$ cat src/hw/rtl/sorted_priority_queue_top_assert.svh
// Assertion macros for the sorted priority queue.
`ifndef SORTED_PRIORITY_QUEUE_TOP_ASSERT_SVH
`define SORTED_PRIORITY_QUEUE_TOP_ASSERT_SVH

// Same-cycle implication, checked outside reset.
`define SPQ_ASSERT_NOW(label, ante, cons) \
  label: assert property (@(posedge clk) disable iff (!rst_n) (ante) |-> (cons)) \
    else $error("sorted priority queue: check failed");

// Next-cycle implication, checked outside reset.
`define SPQ_ASSERT_NEXT(label, ante, cons) \
  label: assert property (@(posedge clk) disable iff (!rst_n) (ante) |=> (cons)) \
    else $error("sorted priority queue: check failed");

`endif

$ cat src/hw/rtl/spq_pkg.sv
// Types and constants shared by the sorted priority queue modules.
package spq_pkg;

  localparam int CAPACITY = 16;
  localparam int CNT_W    = $clog2(CAPACITY + 1);
  localparam int OCC_W    = 5;

  localparam logic OP_ENQ = 1'b0;
  localparam logic OP_DEQ = 1'b1;

  localparam logic [1:0] ST_INSERTED = 2'd0;
  localparam logic [1:0] ST_REMOVED  = 2'd1;
  localparam logic [1:0] ST_EMPTY    = 2'd2;
  localparam logic [1:0] ST_FULL     = 2'd3;

  typedef struct packed {
    logic               operation;
    logic signed [31:0] item_data;
    logic signed [15:0] item_priority;
  } in_t;

  typedef struct packed {
    logic [1:0]         status;
    logic signed [31:0] removed_data;
    logic [OCC_W-1:0]   occupancy;
  } out_t;

  typedef struct packed {
    logic signed [31:0] data;
    logic signed [15:0] prio;
  } entry_t;

  typedef struct packed {
    logic enq;
    logic deq;
  } cell_ctl_t;

endpackage

$ cat src/hw/rtl/spq_cell.sv
// One slot of the sorted chain: holds an entry, shifts back on insert, forward on remove.
module spq_cell (
  input  logic               clk,
  input  spq_pkg::cell_ctl_t ctl,
  input  spq_pkg::entry_t    new_entry,
  input  logic               occupied,
  input  logic               prev_ge,
  input  spq_pkg::entry_t    prev_entry,
  input  spq_pkg::entry_t    next_entry,
  output logic               ge,
  output spq_pkg::entry_t    entry
);
  import spq_pkg::*;

  entry_t entry_r;
  entry_t entry_nxt;

  assign ge    = occupied && (entry_r.prio >= new_entry.prio);
  assign entry = entry_r;

  always_comb begin
    entry_nxt = entry_r;
    if (ctl.enq && !ge) begin
      entry_nxt = prev_ge ? new_entry : prev_entry;
    end else if (ctl.deq) begin
      entry_nxt = next_entry;
    end
  end

  always_ff @(posedge clk) begin
    entry_r <= entry_nxt;
  end

endmodule

$ cat src/hw/rtl/sorted_priority_queue_top.sv
// Sorted priority queue top level: handshake, fill count, result register and cell chain.
// Holds up to CAPACITY entries in a chain of slot cells, highest priority at the head, ties
// kept in arrival order. For every request, enqueue or dequeue, all cells compare the new
// priority in parallel and shift back or forward together, and the result appears in the
// output register the cycle after acceptance. in_ready is high whenever the output register
// is empty or being taken, so one request per cycle is sustained while the receiver takes
// each result. The parallel priority compare and the fill count update set the critical
// path. An enqueue on a full queue reports full and leaves the contents alone; a dequeue
// on an empty queue reports empty with removed_data zero.
`include "sorted_priority_queue_top_assert.svh"

module sorted_priority_queue_top (
  input  logic          clk,
  input  logic          rst_n,
  input  logic          in_valid,
  output logic          in_ready,
  input  spq_pkg::in_t  in_data,
  output logic          out_valid,
  input  logic          out_ready,
  output spq_pkg::out_t out_data
);
  import spq_pkg::*;

  logic [CNT_W-1:0] count_r;
  logic [CNT_W-1:0] count_nxt;
  logic             out_valid_r;
  logic             out_valid_nxt;
  out_t             out_r;
  out_t             out_nxt;

  logic      acc;
  logic      full;
  logic      empty;
  logic      enq_en;
  logic      deq_en;
  cell_ctl_t ctl;
  entry_t    new_entry;

  logic   [CAPACITY-1:0] occupied;
  logic   [CAPACITY:0]   ge_chain;
  entry_t                cell_entry [CAPACITY];

  assign in_ready = !out_valid_r || out_ready;
  assign acc      = in_valid && in_ready;
  assign full     = (count_r == CNT_W'(CAPACITY));
  assign empty    = (count_r == '0);
  assign enq_en   = acc && (in_data.operation == OP_ENQ) && !full;
  assign deq_en   = acc && (in_data.operation == OP_DEQ) && !empty;

  assign ctl.enq        = enq_en;
  assign ctl.deq        = deq_en;
  assign new_entry.data = in_data.item_data;
  assign new_entry.prio = in_data.item_priority;
  assign ge_chain[0]    = 1'b1;

  genvar i;
  generate
    for (i = 0; i < CAPACITY; i++) begin : g_cell
      entry_t prev_e;
      entry_t next_e;

      assign occupied[i] = (CNT_W'(i) < count_r);

      if (i == 0) begin : g_first
        assign prev_e = '0;
      end else begin : g_mid
        assign prev_e = cell_entry[i-1];
      end

      if (i == CAPACITY - 1) begin : g_last
        assign next_e = '0;
      end else begin : g_inner
        assign next_e = cell_entry[i+1];
      end

      spq_cell u_cell (
        .clk        (clk),
        .ctl        (ctl),
        .new_entry  (new_entry),
        .occupied   (occupied[i]),
        .prev_ge    (ge_chain[i]),
        .prev_entry (prev_e),
        .next_entry (next_e),
        .ge         (ge_chain[i+1]),
        .entry      (cell_entry[i])
      );
    end
  endgenerate

  always_comb begin
    count_nxt = count_r;
    if (enq_en) begin
      count_nxt = count_r + CNT_W'(1);
    end else if (deq_en) begin
      count_nxt = count_r - CNT_W'(1);
    end
  end

  always_comb begin
    out_nxt              = out_r;
    out_nxt.removed_data = '0;
    out_nxt.occupancy    = OCC_W'(count_nxt);
    if (in_data.operation == OP_ENQ) begin
      out_nxt.status = full ? ST_FULL : ST_INSERTED;
    end else if (empty) begin
      out_nxt.status = ST_EMPTY;
    end else begin
      out_nxt.status       = ST_REMOVED;
      out_nxt.removed_data = cell_entry[0].data;
    end
  end

  always_comb begin
    out_valid_nxt = out_valid_r;
    if (acc) begin
      out_valid_nxt = 1'b1;
    end else if (out_ready) begin
      out_valid_nxt = 1'b0;
    end
  end

  always_ff @(posedge clk) begin
    if (!rst_n) begin
      count_r     <= '0;
      out_valid_r <= 1'b0;
    end else begin
      count_r     <= count_nxt;
      out_valid_r <= out_valid_nxt;
    end
  end

  always_ff @(posedge clk) begin
    if (acc) begin
      out_r <= out_nxt;
    end
  end

  assign out_valid = out_valid_r;
  assign out_data  = out_r;

  `SPQ_ASSERT_NOW(a_count_bound, 1'b1, count_r <= CNT_W'(CAPACITY))
  `SPQ_ASSERT_NEXT(a_enq_count, enq_en, count_r == $past(count_r) + CNT_W'(1))
  `SPQ_ASSERT_NEXT(a_deq_count, deq_en, count_r == $past(count_r) - CNT_W'(1))
  `SPQ_ASSERT_NEXT(a_result_loaded, acc, out_valid_r && (out_r.occupancy == OCC_W'(count_r)))

endmodule

$ cat config.mk
export PLATFORM = sky130hd
export DESIGN_NAME = sorted_priority_queue_top
export DESIGN_NICKNAME = d
export VERILOG_FILES = /design/src/hw/rtl/spq_pkg.sv /design/src/hw/rtl/spq_cell.sv /design/src/hw/rtl/sorted_priority_queue_top.sv
export VERILOG_INCLUDE_DIRS = /design/src /design/src/hw/rtl
export SDC_FILE = /design/constraint.sdc
export NUM_CORES = 2
export LEC_CHECK = 0
export ABC_AREA = 0
export BUFFER_PORTS_ARGS = -buffer_cell sky130_fd_sc_hd__buf_2
export CORE_MARGIN = 2
export CORE_UTILIZATION = 55
export CTS_CLUSTER_DIAMETER = 40
export DETAILED_ROUTE_END_ITERATION = 6
export GPL_TIMING_DRIVEN = 1
export PLACE_DENSITY_LB_ADDON = 0.3
export SYNTH_ARGS = -nofsm -noshare
export SYNTH_HDL_FRONTEND = slang
export SYNTH_SLANG_ARGS = --single-unit
$ cat constraint.sdc
create_clock -name clk -period 10.9 [get_ports clk]
set_input_delay 2.18 -clock clk [delete_from_list [all_inputs] [get_ports clk]]
set_output_delay 2.18 -clock clk [all_outputs]
set_load 0.02 [all_outputs]
==> tab_implementation.tex <==
\begin{tabular}{lr}
\hline
Metric & Value \\
\hline
\multicolumn{2}{l}{\textbf{Placement}} \\
Cell count after placement & $\sim$5300 \\
Port bufs & just over 90 \\
DP Wirelength & 93400 um \\
Weighted congestion at the end of routability-driven global placement & between 0.9 and 1 \\
\multicolumn{2}{l}{\textbf{Synth}} \\
Sequential-to-total area share from yosys stat & between 50\% and 60\% \\
Synth Area per Inst & 11.06 um\^{}2 \\
Largest cells by area after synthesis & sky130\_fd\_sc\_hd\_\_edfxtp\_1 50\%, sky130\_fd\_sc\_hd\_\_mux2i\_1 10\%, sky130\_fd\_sc\_hd\_\_ha\_1 6.7\% \\
Leading cell type by number of instances after synthesis & sky130\_fd\_sc\_hd\_\_edfxtp\_1 \\
Cell Area, Synth & between 0.04 and 0.05 mm\^{}2 \\
Library cells used by synthesis & 71 \\
Share of flip-flops with an asynchronous set or reset after synthesis & 0\% \\
Number of synthesized register bits & roughly 800 \\
Number of warning messages in the yosys log & 0 \\
Synthesized instance count & 4399 \\
Largest area contributor in the synthesized netlist & sky130\_fd\_sc\_hd\_\_edfxtp\_1 \\
Mapped Nets & between 4000 and 5000 \\
Share of the synthesized area in the top cell type & roughly half \\
Number of enable flip-flop cells after synthesis & a little over 800 \\
Flip-flop cell with the highest count after synthesis & sky130\_fd\_sc\_hd\_\_edfxtp\_1 \\
Commonest cells in the synthesized netlist & 807 x sky130\_fd\_sc\_hd\_\_edfxtp\_1, 615 x sky130\_fd\_sc\_hd\_\_a21oi\_1, 488 x sky130\_fd\_sc\_hd\_\_mux2i\_1, 332 x sky130\_fd\_sc\_hd\_\_nor2\_1, 294 x sky130\_fd\_sc\_hd\_\_clkbuf\_1 \\
\multicolumn{2}{l}{\textbf{CTS}} \\
Clock net sink count & around 810 \\
Hold buffer count at CTS & 0 \\
Total CTS buffers & 133 \\
Post-CTS Setup Inserts & 0 \\
Clock-pin slew on the worst setup and hold paths & roughly 0.060 ns \\
Master cell of the clock root buffer & sky130\_fd\_sc\_hd\_\_clkbuf\_16 \\
H-tree level count & 4 \\
Buffer depth of the longest clock path & 3 \\
CTS tree & done \\
Post\_cts resized & 0 \\
Clock latency of the later-clocked register in the worst-skew pair & approximately 0.74 ns \\
\multicolumn{2}{l}{\textbf{Floorplanning}} \\
Floorplan die width & 301.4 um \\
Full die area & 0.09083 mm\^{}2 \\
Number of top-level pins & 94 \\
Vertical extent of the die & $\sim$300 um \\
CORE AREA & $\sim$0.09 mm\^{}2 \\
Number of cell rows & 109 \\
Initial cell density of the core & about 55\% \\
\multicolumn{2}{l}{\textbf{Routing}} \\
Via Count & around 38000 \\
Number of nets with antenna violations after routing & 0 \\
Routed wire length & about 160000 um \\
DRC Markers & 20 \\
Violation count after the first detailed-route iteration & roughly 4800 \\
DR pass1 iterations & 7 \\
Per-cell routed wire length & $\sim$28 um \\
Average vias per placed instance & about 7 \\
\multicolumn{2}{l}{\textbf{Worst setup path}} \\
Startpoint of the worst register-to-register path & g\_cell[6].u\_cell.entry[15]\$\_DFFE\_PP\_ \\
Cell occurring most often along the worst timing path & sky130\_fd\_sc\_hd\_\_buf\_4 \\
Crit Path Category & input port to register \\
Type of origin of the critical path & input port \\
Worst reg2reg path depth & 10 \\
Crit-path slowest cell & sky130\_fd\_sc\_hd\_\_nand2b\_2 \\
Delay of the slowest critical-path stage & roughly 0.68 ns \\
Critical Path AT & between 7 and 8 ns \\
Cells traversed along the worst timing path & buf\_2 > inv\_1 > buf\_4 > ha\_1 > a21oi\_1 > nand2\_1 > a31oi\_1 > o211ai\_1 > o221ai\_4 > buf\_4 > and2\_2 > buf\_4 > nand2b\_2 > buf\_4 \\
End of the worst register-to-register path & g\_cell[6].u\_cell.entry[43]\$\_DFFE\_PP\_ \\
Type of destination of the critical path & register \\
Required time at the endpoint of the critical path & about 11 ns \\
Worst-path maximum fanout & 49 \\
Worst reg2reg setup slack & slightly below 6 ns \\
CP startpoint & in\_data[10] \\
\multicolumn{2}{l}{\textbf{Status}} \\
Failing checks & DRC \\
Status & finished, violations left \\
\multicolumn{2}{l}{\textbf{Flow run}} \\
Number of max-cap violations & 0 \\
\multicolumn{2}{l}{\textbf{Final layout}} \\
Number of filler instances in the final layout & roughly 6900 \\
Antenna diode count & 0 \\
Non-filler instance count after layout & $\sim$5600 \\
Final net count & around 4600 \\
Multi-input gate area & 0.02278 mm\^{}2 \\
Area growth from synthesis to layout & 11.66\% \\
Area taken by flip-flops and latches & 0.02435 mm\^{}2 \\
Fraction of final layout cells sized beyond drive strength 1 & 15.82\% \\
\multicolumn{2}{l}{\textbf{Pwr}} \\
Worst-case vdd ir drop & between 150 and 200 uV \\
Static power due to leakage & between 20 and 25 nW \\
Power density relative to cell area & a little under 200 mW/mm\^{}2 \\
\multicolumn{2}{l}{\textbf{Timing}} \\
Summed negative setup slack over all endpoints & 0 ns \\
Min cycle time layout & slightly below 7 ns \\
Slew at the pin with the worst max-slew slack & 1.284 ns \\
Total count of hold-check failures in the final report & 0 \\
Maximum clock rate & between 100 and 150 MHz \\
Unrepaired setup endpoints after global routing & no \\
Final-report setup violation count & 0 \\
Portion of the clock cycle consumed by the worst path in the final layout & about three fifths \\
Clock tree skew after final layout & between 0.03 and 0.04 ns \\
Tightest slew margin relative to the limit & around 14\% \\
Final slew viol count & 0 \\
\multicolumn{2}{l}{\textbf{Hold path}} \\
Min-Delay Path Class & register to register \\
Hold path endpoint & g\_cell[14].u\_cell.entry[44]\$\_DFFE\_PP\_ \\
Worst hold path depth & 1 \\
Hold\_sp & g\_cell[15].u\_cell.entry[44]\$\_SDFFCE\_PN0P\_ \\
\multicolumn{2}{l}{\textbf{Global route}} \\
Overflow left after global routing & 0 \\
Wire length of the first global-routing pass & roughly 230000 um \\
Antenna violations before repair & 2 \\
Vias in the first global route & 37220 \\
Total routing usage reported by global routing & approximately 34\% \\
Largest net degree at the start of global routing & about 110 \\
\hline
\end{tabular}
==> how the worst max path moves through the flow <==
stage / cells after the start / slack, ns / to
5_1_grt: 14 / 4.03 / g_cell[10].u_cell.entry[45]$_DFFE_PP_
3_3_place_gp: 14 / 3.71 / g_cell[10].u_cell.entry[41]$_DFFE_PP_
3_5_place_dp: 14 / 3.61 / g_cell[10].u_cell.entry[41]$_DFFE_PP_
4_1_cts: 14 / 4.35 / g_cell[10].u_cell.entry[40]$_DFFE_PP_
6_report: 14 / 4.15 / g_cell[10].u_cell.entry[45]$_DFFE_PP_
2_1_floorplan: 12 / 2.21 / g_cell[0].u_cell.entry[0]$_DFFE_PP_
==> metrics by stage <==
stage / util, % / hold WS (ns) / cell area (um^2) / worst slack [ns] / power [mW]
after floorplan: - / 0.5013 / 48640 / 2.205 / 5.736
after global placement: 56.76 / 0.5244 / 49930 / 3.707 / 6.413
after detailed placement: 56.76 / 0.5194 / 49930 / 3.605 / 6.479
after CTS: 61.74 / 0.5264 / 54310 / 4.350 / 10.65
after global routing: 61.74 / 0.5429 / 54310 / 4.027 / 11.05
final: 61.74 / 0.5273 / 54310 / 4.149 / 10.71
==> cell families (layout without fill, tap and decap cells) <==
| group | after synthesis | in the layout | share of synthesized area, % |
|---|---|---|---|
| AOI/OAI and AO/OA | 1311 | 1311 | 15.96 |
| xor gates and xnor gates | 4 | 4 | 0.07204 |
| adders and majority gates | 259 | 259 | 6.662 |
| buffers and inverters | 473 | 473 | 4.023 |
| DFF | 813 | 813 | 50.07 |
| muxes | 726 | 726 | 15.56 |
| and+or+nand+nor | 813 | 813 | 7.653 |
==> cells in the final DEF (no fill, tap or decap), drive strengths merged, types with 18 or more instances in the layout <==
master / Yosys / layout
edfxtp: 807 / 807
a31o: 18 / 18
or3: 35 / 35
nand3: 67 / 67
a31oi: 105 / 105
nand4: 58 / 58
a211o: 34 / 34
buf: 123 / 179
clkinv: 0 / 48
nand2: 184 / 184
nor2: 332 / 332
a21oi: 615 / 615
ha: 259 / 259
o22ai: 50 / 50
mux2i: 489 / 489
a21o: 44 / 44
clkbuf: 295 / 149
and2: 57 / 57
o31ai: 37 / 37
a211oi: 27 / 27
nor3: 25 / 25
a2bb2oi: 47 / 47
o22a: 34 / 34
mux2: 237 / 237
o211ai: 21 / 21
o21ai: 238 / 238
inv: 55 / 67
==> power by group <==
group	internal, mW	total [mW]	switching [mW]
clock	2.60	4.20	1.60
combinational	0.780	2.20	1.42
sequential	4.02	4.31	0.287
==> worst max-delay path, delay by kind of cell <==
family | cells | cell delay, ns
AND/OR/NAND/NOR | 3 | 1.00
adder cells (fa/ha/maj) | 1 | 0.36
AO/OA/AOI/OAI | 4 | 0.61
buffers and inverters | 6 | 2.81
==> sequential cells by signal, indices dropped and copies added, names as in the netlist <==
register             count
out_data                39
out_valid                1
count_r                  5
g_cell.u_cell.entry    768
==> metal layers <==
layer  track usage (%)  wire (um)  up-vias  share of wire [%]
met5                 0         26        -              0.017
met4             17.60       8457        4                5.4
met3             9.063      19560      488                 13
met2             50.56      67540     2594                 43
met1             45.72      60540    18300                 39
li1                  -          -    16620                  -
==> cell type report <==
class | instances | area share (%)
Multi-Input combinational cell | 3113 | 41.95
Sequential cell | 813 | 44.84
Timing Repair Buffer | 179 | 2.069
Tap cell | 1165 | 2.684
Clock buffer | 149 | 6.356
Inverter | 55 | 0.3801
Clock inverter | 90 | 1.719
No activity file was read; power rests on OpenSTA's default activity.
